===== src/hdl/mtm_pkg.sv =====
package mtm_pkg;

  localparam int MAX_TYPES = 32;
  localparam int MAX_HEAPS = 16;

  localparam int TYPE_AW = $clog2(MAX_TYPES);
  localparam int HEAP_AW = $clog2(MAX_HEAPS);
  localparam int CNT_W   = $clog2(MAX_TYPES + 1);

  localparam int ACTION_W = 3;
  localparam int INDEX_W  = 5;
  localparam int FLAG_W   = 32;
  localparam int SLOT_W   = 4;
  localparam int SIZE_W   = 64;
  localparam int COUNT_W  = 6;
  localparam int CFG_AW   = 2;

  localparam logic [ACTION_W-1:0] ACT_LD_SRC_TYPE = 3'd0;
  localparam logic [ACTION_W-1:0] ACT_LD_SRC_HEAP = 3'd1;
  localparam logic [ACTION_W-1:0] ACT_LD_TGT_TYPE = 3'd2;
  localparam logic [ACTION_W-1:0] ACT_LD_TGT_HEAP = 3'd3;
  localparam logic [ACTION_W-1:0] ACT_FIND        = 3'd4;
  localparam logic [ACTION_W-1:0] ACT_CHECK       = 3'd5;

  localparam logic [CFG_AW-1:0] REG_SRC_COUNT = 2'd0;
  localparam logic [CFG_AW-1:0] REG_TGT_COUNT = 2'd1;
  localparam logic [CFG_AW-1:0] REG_MIN_HEAP  = 2'd2;

  localparam logic [SIZE_W-1:0] MIN_HEAP_RESET = 64'h0000_0000_4000_0000;
  localparam logic [FLAG_W-1:0] STRIP_MASK     = 32'h0000_00C0;
  localparam logic [FLAG_W-1:0] FLAGS_NONE_MAP = 32'h0000_0006;
  localparam logic [FLAG_W-1:0] FLAG_BIT0      = 32'h0000_0001;

endpackage


===== src/hdl/mtm_req_if.sv =====
interface mtm_req_if;
  import mtm_pkg::*;

  logic                valid;
  logic                ready;
  logic [ACTION_W-1:0] action;
  logic [INDEX_W-1:0]  entry_index;
  logic [FLAG_W-1:0]   type_flags;
  logic [SLOT_W-1:0]   heap_slot;
  logic [SIZE_W-1:0]   heap_bytes;
  logic                skip_heap_check;

  modport source (
    output valid, action, entry_index, type_flags, heap_slot, heap_bytes, skip_heap_check,
    input  ready
  );

  modport sink (
    input  valid, action, entry_index, type_flags, heap_slot, heap_bytes, skip_heap_check,
    output ready
  );

endinterface


===== src/hdl/mtm_rsp_if.sv =====
interface mtm_rsp_if;
  import mtm_pkg::*;

  logic               valid;
  logic               ready;
  logic               found;
  logic [INDEX_W-1:0] match_index;
  logic               compatible;

  modport source (
    output valid, found, match_index, compatible,
    input  ready
  );

  modport sink (
    input  valid, found, match_index, compatible,
    output ready
  );

endinterface


===== src/hdl/memory_type_matcher_core.sv =====
// Load items are written to the tables on acceptance and produce no result.
// Find item: reads the source entry, counts earlier equal-flag entries, then scans
// one target entry per cycle per pass, in up to three rounds (plain, stripped flags,
// remapped flags). Check item: tests each source entry against the same-index target.
// Throughput is one find or check item at a time; ready stays low until it is done.
// Synchronous reset clears counts and control, presets min heap; table contents kept.
module memory_type_matcher_core
  import mtm_pkg::*;
(
  input  logic              clk,
  input  logic              rst,
  mtm_req_if.sink           req,
  mtm_rsp_if.source         rsp,
  input  logic              cfg_we,
  input  logic [CFG_AW-1:0] cfg_index,
  input  logic [SIZE_W-1:0] cfg_data
);

  localparam logic [3:0] S_IDLE      = 4'd0;
  localparam logic [3:0] S_F_SRC0    = 4'd1;
  localparam logic [3:0] S_F_SRC1    = 4'd2;
  localparam logic [3:0] S_F_SIZE    = 4'd3;
  localparam logic [3:0] S_OCC_RD    = 4'd4;
  localparam logic [3:0] S_OCC_CMP   = 4'd5;
  localparam logic [3:0] S_SCAN_INIT = 4'd6;
  localparam logic [3:0] S_SCAN      = 4'd7;
  localparam logic [3:0] S_RETRY     = 4'd8;
  localparam logic [3:0] S_C_START   = 4'd9;
  localparam logic [3:0] S_C_RD      = 4'd10;
  localparam logic [3:0] S_C_FLAG    = 4'd11;
  localparam logic [3:0] S_C_CMP     = 4'd12;
  localparam logic [3:0] S_DONE      = 4'd13;

  logic [FLAG_W-1:0]  sflag_mem [MAX_TYPES];
  logic [SLOT_W-1:0]  shot_mem  [MAX_TYPES];
  logic [SIZE_W-1:0]  sheap_mem [MAX_HEAPS];
  logic [FLAG_W-1:0]  tflag_mem [MAX_TYPES];
  logic [SLOT_W-1:0]  thot_mem  [MAX_TYPES];
  logic [SIZE_W-1:0]  theap_mem [MAX_HEAPS];

  logic [FLAG_W-1:0]  sf_q;
  logic [SLOT_W-1:0]  sh_q;
  logic [SIZE_W-1:0]  sheap_q;
  logic [FLAG_W-1:0]  tf_q;
  logic [SLOT_W-1:0]  th_q;
  logic [SIZE_W-1:0]  theap_q;

  logic [COUNT_W-1:0] src_count;
  logic [COUNT_W-1:0] tgt_count;
  logic [SIZE_W-1:0]  min_heap;

  logic [3:0]         state;
  logic [INDEX_W-1:0] idx_q;
  logic               skip_q;
  logic [CNT_W-1:0]   cnt;
  logic [CNT_W-1:0]   occ;
  logic [CNT_W-1:0]   seen;
  logic [1:0]         pass;
  logic               any;
  logic               remapped;
  logic [TYPE_AW-1:0] pick;
  logic [FLAG_W-1:0]  cur_flags;
  logic [SIZE_W-1:0]  src_size;
  logic               sz_le_min;

  logic               s1_v;
  logic [TYPE_AW-1:0] s1_idx;
  logic               s2_v;
  logic [TYPE_AW-1:0] s2_idx;
  logic [FLAG_W-1:0]  tf2;

  logic               res_found;
  logic [INDEX_W-1:0] res_idx;
  logic               res_compat;

  logic               out_valid;
  logic               out_found;
  logic [INDEX_W-1:0] out_idx;
  logic               out_compat;

  logic               accept;
  logic [CNT_W-1:0]   ns_eff;
  logic [CNT_W-1:0]   nt_eff;
  logic [TYPE_AW-1:0] src_addr;
  logic [TYPE_AW-1:0] tgt_addr;
  logic               issue;
  logic               exact;
  logic               chk;
  logic               fok;
  logic               hok;
  logic               hit;
  logic [CNT_W-1:0]   seen_inc;
  logic               occ_hit;
  logic               drained;
  logic [FLAG_W-1:0]  stripped;
  logic [FLAG_W-1:0]  remap;

  assign accept = req.valid && req.ready;
  assign req.ready = (state == S_IDLE);

  assign rsp.valid       = out_valid;
  assign rsp.found       = out_found;
  assign rsp.match_index = out_idx;
  assign rsp.compatible  = out_compat;

  assign ns_eff = (CNT_W'(src_count) > CNT_W'(MAX_TYPES)) ? CNT_W'(MAX_TYPES)
                                                          : CNT_W'(src_count);
  assign nt_eff = (CNT_W'(tgt_count) > CNT_W'(MAX_TYPES)) ? CNT_W'(MAX_TYPES)
                                                          : CNT_W'(tgt_count);

  assign src_addr = (state == S_F_SRC0) ? TYPE_AW'(idx_q) : cnt[TYPE_AW-1:0];
  assign tgt_addr = cnt[TYPE_AW-1:0];

  assign issue    = (cnt < nt_eff);
  assign exact    = !pass[0];
  assign chk      = !pass[1];
  assign fok      = exact ? (tf2 == cur_flags) : ((cur_flags & tf2) == cur_flags);
  assign hok      = chk ? (theap_q >= src_size) : ((theap_q >= min_heap) || sz_le_min);
  assign hit      = s2_v && fok && hok;
  assign seen_inc = seen + CNT_W'(1);
  assign occ_hit  = hit && (seen_inc == occ);
  assign drained  = !issue && !s1_v && !s2_v;

  assign stripped = cur_flags & ~STRIP_MASK;
  always_comb begin
    if (cur_flags == '0) begin
      remap = FLAGS_NONE_MAP;
    end else if (cur_flags[1:0] == 2'b11) begin
      remap = cur_flags & ~FLAG_BIT0;
    end else begin
      remap = cur_flags;
    end
  end

  always_ff @(posedge clk) begin
    if (accept && (req.action == ACT_LD_SRC_TYPE) && (32'(req.entry_index) < MAX_TYPES)) begin
      sflag_mem[TYPE_AW'(req.entry_index)] <= req.type_flags;
      shot_mem[TYPE_AW'(req.entry_index)]  <= req.heap_slot;
    end
    sf_q <= sflag_mem[src_addr];
    sh_q <= shot_mem[src_addr];
  end

  always_ff @(posedge clk) begin
    if (accept && (req.action == ACT_LD_SRC_HEAP) && (32'(req.entry_index) < MAX_HEAPS)) begin
      sheap_mem[HEAP_AW'(req.entry_index)] <= req.heap_bytes;
    end
    sheap_q <= sheap_mem[HEAP_AW'(sh_q)];
  end

  always_ff @(posedge clk) begin
    if (accept && (req.action == ACT_LD_TGT_TYPE) && (32'(req.entry_index) < MAX_TYPES)) begin
      tflag_mem[TYPE_AW'(req.entry_index)] <= req.type_flags;
      thot_mem[TYPE_AW'(req.entry_index)]  <= req.heap_slot;
    end
    tf_q <= tflag_mem[tgt_addr];
    th_q <= thot_mem[tgt_addr];
  end

  always_ff @(posedge clk) begin
    if (accept && (req.action == ACT_LD_TGT_HEAP) && (32'(req.entry_index) < MAX_HEAPS)) begin
      theap_mem[HEAP_AW'(req.entry_index)] <= req.heap_bytes;
    end
    theap_q <= theap_mem[HEAP_AW'(th_q)];
  end

  always_ff @(posedge clk) begin
    if (rst) begin
      src_count <= '0;
      tgt_count <= '0;
      min_heap  <= MIN_HEAP_RESET;
    end else if (cfg_we) begin
      case (cfg_index)
        REG_SRC_COUNT: src_count <= cfg_data[COUNT_W-1:0];
        REG_TGT_COUNT: tgt_count <= cfg_data[COUNT_W-1:0];
        REG_MIN_HEAP:  min_heap  <= cfg_data;
        default: ;
      endcase
    end
  end

  always_ff @(posedge clk) begin
    if (rst) begin
      state     <= S_IDLE;
      out_valid <= 1'b0;
      s1_v      <= 1'b0;
      s2_v      <= 1'b0;
    end else begin
      if (out_valid && rsp.ready) begin
        out_valid <= 1'b0;
      end
      s1_v   <= 1'b0;
      s2_v   <= 1'b0;
      s1_idx <= tgt_addr;
      s2_idx <= s1_idx;
      tf2    <= tf_q;

      case (state)
        S_IDLE: begin
          if (accept) begin
            idx_q  <= req.entry_index;
            skip_q <= req.skip_heap_check;
            if (req.action == ACT_FIND) begin
              state <= S_F_SRC0;
            end else if (req.action == ACT_CHECK) begin
              state <= S_C_START;
            end
          end
        end

        S_F_SRC0: begin
          res_found  <= 1'b0;
          res_idx    <= '0;
          res_compat <= 1'b0;
          if (CNT_W'(idx_q) >= ns_eff) begin
            state <= S_DONE;
          end else begin
            state <= S_F_SRC1;
          end
        end

        S_F_SRC1: begin
          cur_flags <= sf_q;
          remapped  <= 1'b0;
          occ       <= CNT_W'(1);
          cnt       <= '0;
          state     <= S_F_SIZE;
        end

        S_F_SIZE: begin
          src_size  <= sheap_q;
          sz_le_min <= (sheap_q <= min_heap);
          pass      <= 2'd0;
          state     <= (idx_q == '0) ? S_SCAN_INIT : S_OCC_RD;
        end

        S_OCC_RD: begin
          state <= S_OCC_CMP;
        end

        S_OCC_CMP: begin
          if (sf_q == cur_flags) begin
            occ <= occ + CNT_W'(1);
          end
          cnt   <= cnt + CNT_W'(1);
          state <= ((cnt + CNT_W'(1)) == CNT_W'(idx_q)) ? S_SCAN_INIT : S_OCC_RD;
        end

        S_SCAN_INIT: begin
          cnt   <= '0;
          seen  <= '0;
          any   <= 1'b0;
          state <= S_SCAN;
        end

        S_SCAN: begin
          if (issue) begin
            cnt <= cnt + CNT_W'(1);
          end
          s1_v <= issue;
          s2_v <= s1_v;
          if (hit) begin
            seen <= seen_inc;
            pick <= s2_idx;
            any  <= 1'b1;
          end
          if (occ_hit) begin
            s1_v      <= 1'b0;
            s2_v      <= 1'b0;
            res_found <= 1'b1;
            res_idx   <= INDEX_W'(s2_idx);
            state     <= S_DONE;
          end else if (drained) begin
            if (any) begin
              res_found <= 1'b1;
              res_idx   <= INDEX_W'(pick);
              state     <= S_DONE;
            end else if (pass != 2'd3) begin
              pass  <= pass + 2'd1;
              state <= S_SCAN_INIT;
            end else begin
              state <= S_RETRY;
            end
          end
        end

        S_RETRY: begin
          pass <= 2'd0;
          if (remapped) begin
            state <= S_DONE;
          end else if ((stripped != '0) && (stripped != cur_flags)) begin
            cur_flags <= stripped;
            state     <= S_SCAN_INIT;
          end else if (remap != cur_flags) begin
            cur_flags <= remap;
            remapped  <= 1'b1;
            state     <= S_SCAN_INIT;
          end else begin
            state <= S_DONE;
          end
        end

        S_C_START: begin
          res_found  <= 1'b0;
          res_idx    <= '0;
          res_compat <= 1'b0;
          cnt        <= '0;
          if ((ns_eff == '0) || (ns_eff > nt_eff)) begin
            state <= S_DONE;
          end else begin
            state <= S_C_RD;
          end
        end

        S_C_RD: begin
          state <= S_C_FLAG;
        end

        S_C_FLAG: begin
          state <= ((sf_q & tf_q) == sf_q) ? S_C_CMP : S_DONE;
        end

        S_C_CMP: begin
          if (!skip_q && (sheap_q > theap_q)) begin
            state <= S_DONE;
          end else if ((cnt + CNT_W'(1)) == ns_eff) begin
            res_compat <= 1'b1;
            state      <= S_DONE;
          end else begin
            cnt   <= cnt + CNT_W'(1);
            state <= S_C_RD;
          end
        end

        S_DONE: begin
          if (!out_valid || rsp.ready) begin
            out_valid  <= 1'b1;
            out_found  <= res_found;
            out_idx    <= res_idx;
            out_compat <= res_compat;
            state      <= S_IDLE;
          end
        end

        default: begin
          state <= S_IDLE;
        end
      endcase
    end
  end

  a_idx_zero_when_missing: assert property (@(posedge clk) disable iff (rst)
    (rsp.valid && !rsp.found) |-> (rsp.match_index == '0))
    else $error("match index set without a match");

  a_result_kind: assert property (@(posedge clk) disable iff (rst)
    rsp.valid |-> !(rsp.found && rsp.compatible))
    else $error("find and check result mixed");

  a_seen_below_occ: assert property (@(posedge clk) disable iff (rst)
    (state == S_SCAN) |-> (seen < occ))
    else $error("scan ran past the wanted occurrence");

  a_scan_bound: assert property (@(posedge clk) disable iff (rst)
    (state == S_SCAN) |-> (cnt <= nt_eff))
    else $error("scan address beyond target count");

  a_no_accept_busy: assert property (@(posedge clk) disable iff (rst)
    ($past(state) == S_SCAN) && (state == S_SCAN) |-> !$past(accept))
    else $error("item accepted during scan");

endmodule

===== src/flat_wrapper.sv =====
// flat-port wrapper written by rule: the top's interface ports become plain ports
module memory_type_matcher_core_flat import mtm_pkg::*;
  (clk, rst, cfg_we, cfg_index, cfg_data, req_valid, req_action, req_entry_index, req_type_flags, req_heap_slot, req_heap_bytes, req_skip_heap_check, req_ready, rsp_valid, rsp_found, rsp_match_index, rsp_compatible, rsp_ready);
  mtm_req_if req_i ();
  mtm_rsp_if rsp_i ();
  input  logic clk;
  input  logic rst;
  input  logic cfg_we;
  input  logic [CFG_AW-1:0] cfg_index;
  input  logic [SIZE_W-1:0] cfg_data;
  input wire logic [$bits(req_i.valid)-1:0] req_valid;
  input wire logic [$bits(req_i.action)-1:0] req_action;
  input wire logic [$bits(req_i.entry_index)-1:0] req_entry_index;
  input wire logic [$bits(req_i.type_flags)-1:0] req_type_flags;
  input wire logic [$bits(req_i.heap_slot)-1:0] req_heap_slot;
  input wire logic [$bits(req_i.heap_bytes)-1:0] req_heap_bytes;
  input wire logic [$bits(req_i.skip_heap_check)-1:0] req_skip_heap_check;
  output wire logic [$bits(req_i.ready)-1:0] req_ready;
  output wire logic [$bits(rsp_i.valid)-1:0] rsp_valid;
  output wire logic [$bits(rsp_i.found)-1:0] rsp_found;
  output wire logic [$bits(rsp_i.match_index)-1:0] rsp_match_index;
  output wire logic [$bits(rsp_i.compatible)-1:0] rsp_compatible;
  input wire logic [$bits(rsp_i.ready)-1:0] rsp_ready;
  assign req_i.valid = req_valid;
  assign req_i.action = req_action;
  assign req_i.entry_index = req_entry_index;
  assign req_i.type_flags = req_type_flags;
  assign req_i.heap_slot = req_heap_slot;
  assign req_i.heap_bytes = req_heap_bytes;
  assign req_i.skip_heap_check = req_skip_heap_check;
  assign req_ready = req_i.ready;
  assign rsp_valid = rsp_i.valid;
  assign rsp_found = rsp_i.found;
  assign rsp_match_index = rsp_i.match_index;
  assign rsp_compatible = rsp_i.compatible;
  assign rsp_i.ready = rsp_ready;
  memory_type_matcher_core u_core (.clk(clk), .rst(rst), .req(req_i), .rsp(rsp_i), .cfg_we(cfg_we), .cfg_index(cfg_index), .cfg_data(cfg_data));
endmodule

===== config.mk =====
export PLATFORM = sky130hd
export DESIGN_NAME = memory_type_matcher_core_flat
export DESIGN_NICKNAME = d
export VERILOG_FILES = /design/src/hdl/mtm_pkg.sv /design/src/hdl/mtm_req_if.sv /design/src/hdl/mtm_rsp_if.sv /design/src/hdl/memory_type_matcher_core.sv /design/src/flat_wrapper.sv
export SDC_FILE = /design/constraint.sdc
export NUM_CORES = 2
export LEC_CHECK = 0
export BUFFER_PORTS_ARGS = -buffer_cell sky130_fd_sc_hd__buf_2
export CELL_PAD_IN_SITES_DETAIL_PLACEMENT = 1
export CELL_PAD_IN_SITES_GLOBAL_PLACEMENT = 2
export CORE_MARGIN = 1.5
export CORE_UTILIZATION = 45
export DETAILED_ROUTE_END_ITERATION = 6
export PLACE_DENSITY_LB_ADDON = 0.1
export SLEW_MARGIN = 20
export SYNTH_ARGS = -nofsm -noshare
export SYNTH_HDL_FRONTEND = slang
export SYNTH_MEMORY_MAX_BITS = 65536
export SYNTH_SLANG_ARGS = --single-unit
export TNS_END_PERCENT = 10

===== constraint.sdc =====
create_clock -name clk -period 7.7 [get_ports clk]
set_clock_uncertainty 0.05 [all_clocks]
set_input_delay 0.77 -clock clk [delete_from_list [all_inputs] [get_ports clk]]
set_output_delay 0.77 -clock clk [all_outputs]
set_load 0.01 [all_outputs]

==> Word level (Yosys, flattened, before mapping) <==
Memory sizes are Yosys's and may differ from the RTL's. A register that Yosys moved wholly into a read port is not among the register bits.
Cells that the tools add are included.
Widths: inputs -> output; s select.
{ "word_totals": {"regBits": 269, "latchBits": 0, "mem_bits_rw": 4352, "rom_bits": 0, "inputBits": 180, "out_inout_bits": 9, "wordCells": 232, "memories": 6} }
{ "op_classes": {"n_addsub": 4, "mul": 0, "div_mod_pow": 0, "order_cmp": 10, "eq_ne": 49, "shifts": 0, "mux": 71, "n_bitwise": 4, "n_reduce_logical": 59} }
{ "mem_list": {"columns": ["name", "depth", "width", "rd", "rd_clocked_by_memory_dff", "write_ports", "line", "rtl"], "rows": [
  ["u_core.sflag_mem", 32, 32, 1, 1, 1, "memory_type_matcher_core.sv:34", "logic [FLAG_W-1:0] sflag_mem [MAX_TYPES];"],
  ["u_core.sheap_mem", 16, 64, 1, 1, 1, "memory_type_matcher_core.sv:36", "logic [SIZE_W-1:0] sheap_mem [MAX_HEAPS];"],
  ["u_core.tflag_mem", 32, 32, 1, 1, 1, "memory_type_matcher_core.sv:37", "logic [FLAG_W-1:0] tflag_mem [MAX_TYPES];"],
  ["u_core.theap_mem", 16, 64, 1, 1, 1, "memory_type_matcher_core.sv:39", "logic [SIZE_W-1:0] theap_mem [MAX_HEAPS];"],
  ["u_core.shot_mem", 32, 4, 1, 1, 1, "memory_type_matcher_core.sv:35", "logic [SLOT_W-1:0] shot_mem [MAX_TYPES];"],
  ["u_core.thot_mem", 32, 4, 1, 1, 1, "memory_type_matcher_core.sv:38", "logic [SLOT_W-1:0] thot_mem [MAX_TYPES];"]
]} }
{ "ops": {"columns": ["operator", "n"], "rows": [
  ["$eq 32x32->1", 4],
  ["$ge 64x64->1", 2],
  ["$mux 32", 4],
  ["$and 32x32->32", 2],
  ["$gt 64x64->1", 1],
  ["$le 64x64->1", 1],
  ["$pmux 32 s2", 1],
  ["$pmux 4 s14", 1],
  ["$mux 4", 13],
  ["$mux 6", 7],
  ["$logic_not 32->1", 1],
  ["$ne 32x32->1", 1],
  ["$reduce_bool 32->1", 1],
  ["$eq 4x4->1 const B", 6],
  ["$mux 1", 24],
  ["$pmux 6 s2", 2],
  ["$pmux 6 s4", 1],
  ["$mux 5", 4],
  ["$add 6x1->6 const B", 3],
  ["$eq 4x3->1 const B", 4],
  ["$ne 2x1->1 const B", 8],
  ["$ne 2x2->1 const B", 8],
  ["$reduce_and 4->1", 4],
  ["$logic_and 1x1->1", 15],
  ["38 further kinds", 79]
]} }

==> Depth between registers and ports, before layout <==
{ "logic_depth": {"word_depth": 9, "depth_mapped": 13, "ltp_nobuf": 12} }

==> Least setup slack after synthesis <==
Ideal clock, no wire load.
{ "synth_timing": {"path_kind": "input -> register", "from": "input rst", "to": "register u_core.src_size[0] (enable)", "t_arrival_ns": 7.302, "required_time_ns": 7.002, "setup_slack_ns": -0.300, "stages": 3, "n_path_buf": 2, "cell_sequence": "clkbuf_8 clkbuf_1 nor4_1"} }
{ "synth_between": {"elab_chain_cells": 2} }
{ "synth_lines": {"columns": ["element", "line", "rtl"], "rows": [
  ["from (decl)", "flat_wrapper.sv:7", "input logic rst;"],
  ["$not 1->1 (no line)", null, null],
  ["$reduce_and 2->1 (no line)", null, null],
  ["to (signal assigned)", "memory_type_matcher_core.sv:231", "src_size <= sheap_q;"],
  ["to (decl)", "memory_type_matcher_core.sv:63", "logic [SIZE_W-1:0] src_size;"]
]} }
No other way between the ends.
A chain may end at the register's enable or synchronous reset.

==> Final worst setup path <==
{ "layout_timing": {"from": "register u_core.theap_q[47], read port of u_core.theap_mem", "to": "register u_core.seen[2] (enable)"} }
{ "layout_between": {"elab_chain_cells": 6} }
{ "layout_lines": {"columns": ["element", "line", "rtl"], "rows": [
  ["from (decl)", "memory_type_matcher_core.sv:46", "logic [SIZE_W-1:0] theap_q;"],
  ["$ge 64x64->1", "memory_type_matcher_core.sv:118", "assign hok = chk ? (theap_q >= src_size) : ((theap_q >= min_heap) || sz_le_min);"],
  ["$logic_or 1x1->1", "memory_type_matcher_core.sv:118", null],
  ["$mux 1 (*)", "memory_type_matcher_core.sv:118", null],
  ["$logic_and 1x1->1 (*)", "memory_type_matcher_core.sv:119", "assign hit = s2_v && fok && hok;"],
  ["$ne 2x1->1 (no line) (*)", null, null],
  ["$reduce_and 3->1 (no line) (*)", null, null],
  ["to (signal assigned)", "memory_type_matcher_core.sv:263", "seen <= seen_inc;"],
  ["to (decl)", "memory_type_matcher_core.sv:57", "logic [CNT_W-1:0] seen;"]
]} }
Mark *: on every way between the ends. The rest lies on a longest branch, timed or not.

==> results.md <==
* Leakage power at 0.06837 uW
* Layout Cells excl Fill at ~15000
* Maximum clock rate at 0.1853 GHz
* EDFF count, synth at 4538
* Dpl ws at 2.387 ns
* CP Max Fanout at 7
* CP Launch Type: flip-flop
* CTS tree: done
* Worst reg2reg path endpoint: u_core.seen[2]
* Max cap viols at 0
* Mapped Cells at 8843
* CTS Buffer Depth at 4
* Setup violators final at 0
* Ys async rst share at 0
* Pin count of the biggest net entering global routing at 134
* Starting Density at 0.4514
* RSZ-0062 raised after global routing: no
* Commonest cells after routing, fill and taps aside: edfxtp_1 (4538), mux4_2 (1288), nand2_1 (574), clkbuf_16 (539), inv_1 (281)
* # nets final at 9900
* Slew headroom at 0.1805
* Pwr Density at 334.8 nW/um^2
* Hold Path Class: primary input to flip-flop
* Fin Setup TNS at 0 ns
* Vias per cell at approximately 6
* WP data arrival at 6.01 ns
* Flop-to-flop setup slack at 2.30 ns
* Top area cells in the synthesized netlist: edfxtp_1 (73%), mux4_2 (16%), dfxtp_1 (3.0%), ha_1 (1.9%), nand2_1 (1.2%)
* Syn Nets at between 9000 and 10000
* Wire per inst at 34.69 um
* Antenna-violating nets left at 0
* Placed cell count at 14330
* Layout cells sized above 1 at 0.2653
* Fin. Hold Viols at 0
* Worst-path clk slew at 0.06 ns
* Die Wd at around 650 um
* Reg2reg path depth at 10
* Yosys cell types at 80
* Synth warn at 0
* Synth area leader: edfxtp_1
* Final min period at 5.396 ns
* Vias in the first global route at 97700
* Initial antenna violation count at 62
* Iter 0 DRT Violations at 10360
* Layout filler cell count at approximately 36000
* Buf/Inv on CP at 1
* Total CTS buffers at approximately 520
* Core footprint at 412800 um^2
* Critical Path RT at 8.31 ns
* DRT Pass-1 Iters at 5
* Worst-Margin Slew at 1.219 ns
* Commonest non-fill, non-tap cell in the layout: edfxtp_1
* Synth-to-Final Area Change at 14.32%
* H-tree depth at 6
* First-pass GRT wire length at approximately 750000 um
* Share of the synthesized area in the top cell type at 0.7313
* Slowest CP cell: a31oi_1
* Worst Hold Depth at 3
* Post-synth top flop: edfxtp_1
* CTS root buf: clkbuf_16
* Final HPWL DP at 292500 um
* Final Power at 71310 uW
* Post-Route WL at 533100 um
* Post-route cell area at ~210000 um^2
* Setup CP Type: flip-flop to flip-flop
* Clk sinks at 4821
* Final worst path period share at 0.7008
* Aggregate global-route resource usage at 0.2554
* Crit end category: flip-flop
* Cell Area, Synth at approximately 190000 um^2
* Global route overflow at 0
* Syn_area_per_cell at between 20 and 25 um^2
* Die height at ~650 um
* CP cell instances: ha_1, nand4_1, nor4_2, buf_4, nand4_1, a31oi_1, nor4_2, a211oi_1, nor2_1, nor3_1
* Largest stage delay, worst path at approximately 0.97 ns
* Placed Area at 195600 um^2
* Register bit count reported by yosys at 4821
* Run status: complete, no violations
* DRC violations left at 0
* Critical path's top delay family: simple AND/OR/NAND/NOR gates
* Max VDD drop at 252.3 uV
* Sequential-to-total area share from yosys stat at 0.7617
* # IOs at 189
* Placement Rows at 236
* I/O Buffers at 188
* FF-to-FF Start: u_core.theap_q[47]
* GP Congestion at about 0.86
* Fin worst setup slack at about 2.3 ns
* Max-slew violation count at 0
* Hold endpoint: u_core.min_heap[14]
* Clk Latency, worst-skew pair at 1.05 ns
* Die footprint at 417900 um^2
* Worst hold start: cfg_data[14]
* Vias at 93080
worst min-delay path, cell delays in order:
cell	delay, ns
buf_2	0.10
nand2_1	0.15
a21oi_1	0.09
kinds of logic after synthesis:
family,after synthesis,synth area share
XOR/XNOR,59,0.002773
AND/OR/NAND/NOR,1220,0.02944
AO/OA/AOI/OAI,444,0.01448
buffers and inverters,678,0.01405
multiplexers,1345,0.1590
adder cells (fa/ha/maj),276,0.01853
flip-flops,4821,0.7617
cells in the mapped netlist, types with 38 or more instances:
cell      number
buf_2         41
a21oi_1      173
nand2_1      574
buf_1        104
nand3_1      256
nand4_1       63
o21ai_0      104
nor2_1       175
mux2_2        38
dfxtp_1      283
ha_1         276
clkbuf_1     248
mux4_2      1288
inv_1        282
edfxtp_1    4538
worst max path at each step:
| stage | to | cells after the start | start |
|---|---|---|---|
| floorplan | u_core.theap_mem[11][0] | 9 | u_core.state[0] |
| global placement | u_core.seen[5] | 9 | u_core.theap_q[45] |
| detailed placement | u_core.seen[1] | 10 | u_core.theap_q[47] |
| CTS | u_core.seen[3] | 10 | u_core.theap_q[47] |
| global route | u_core.seen[2] | 10 | u_core.theap_q[47] |
| finish | u_core.seen[2] | 10 | u_core.theap_q[47] |
sequential cells by signal (all words and copies together), names as in the netlist, 6 cells and up:
| register | cells |
|---|---|
| u_core.cnt | 6 |
| u_core.cur_flags | 32 |
| u_core.min_heap | 64 |
| u_core.occ | 6 |
| u_core.seen | 6 |
| u_core.sf_q | 32 |
| u_core.sflag_mem | 1024 |
| u_core.sheap_mem | 1024 |
| u_core.sheap_q | 64 |
| u_core.shot_mem | 128 |
| u_core.src_count | 6 |
| u_core.src_size | 64 |
| u_core.tf2 | 32 |
| u_core.tf_q | 32 |
| u_core.tflag_mem | 1024 |
| u_core.tgt_count | 6 |
| u_core.theap_mem | 1024 |
| u_core.theap_q | 64 |
| u_core.thot_mem | 128 |
power by group:
part	internal, uW	switching (uW)	total, uW	leakage, uW
clock network	14300	10300	24600	0.00820
registers	29600	1550	31100	0.0432
logic	7300	8290	15600	0.0170
repair_timing:
action / 4_1_cts / 5_1_grt
endpoints found under the hold margin: 67 / 0
endpoints found under the setup margin: 0 / 0
gates resized for setup: 0 / 0
buffers inserted: 0 / 0
hold buffers: 60 / 0
per-stage QoR:
step                        util  hold slack [ns]
after floorplan                -           0.3503
after global placement    0.4738           0.3515
after detailed placement  0.4738           0.3563
after CTS                 0.5159         0.007383
after global routing      0.5160          0.03058
final                     0.5160          0.08045
area by class of cell:
cell class	instances	area, um^2	share of cell area
flip-flops and latches	4821	142000	0.6664
multi-input cells	3344	42670	0.2003
clock buffers	725	14680	0.06890
well taps	5474	6849	0.03215
repair buffers	471	3676	0.01726
clock inverters	235	2088	0.009803
inverters	282	1059	0.004969
diodes	15	37.54	0.0001762
per-layer routing:
layer | global-route usage | vias to the layer above | wire length (um)
li1 | - | 37670 | -
met1 | 0.3809 | 51430 | 235400
met2 | 0.4031 | 3255 | 252100
met3 | 0.03663 | 702 | 33750
met4 | 0.05598 | 26 | 11800
met5 | 0 | - | 163
No activity file was read; power rests on OpenSTA's default activity.
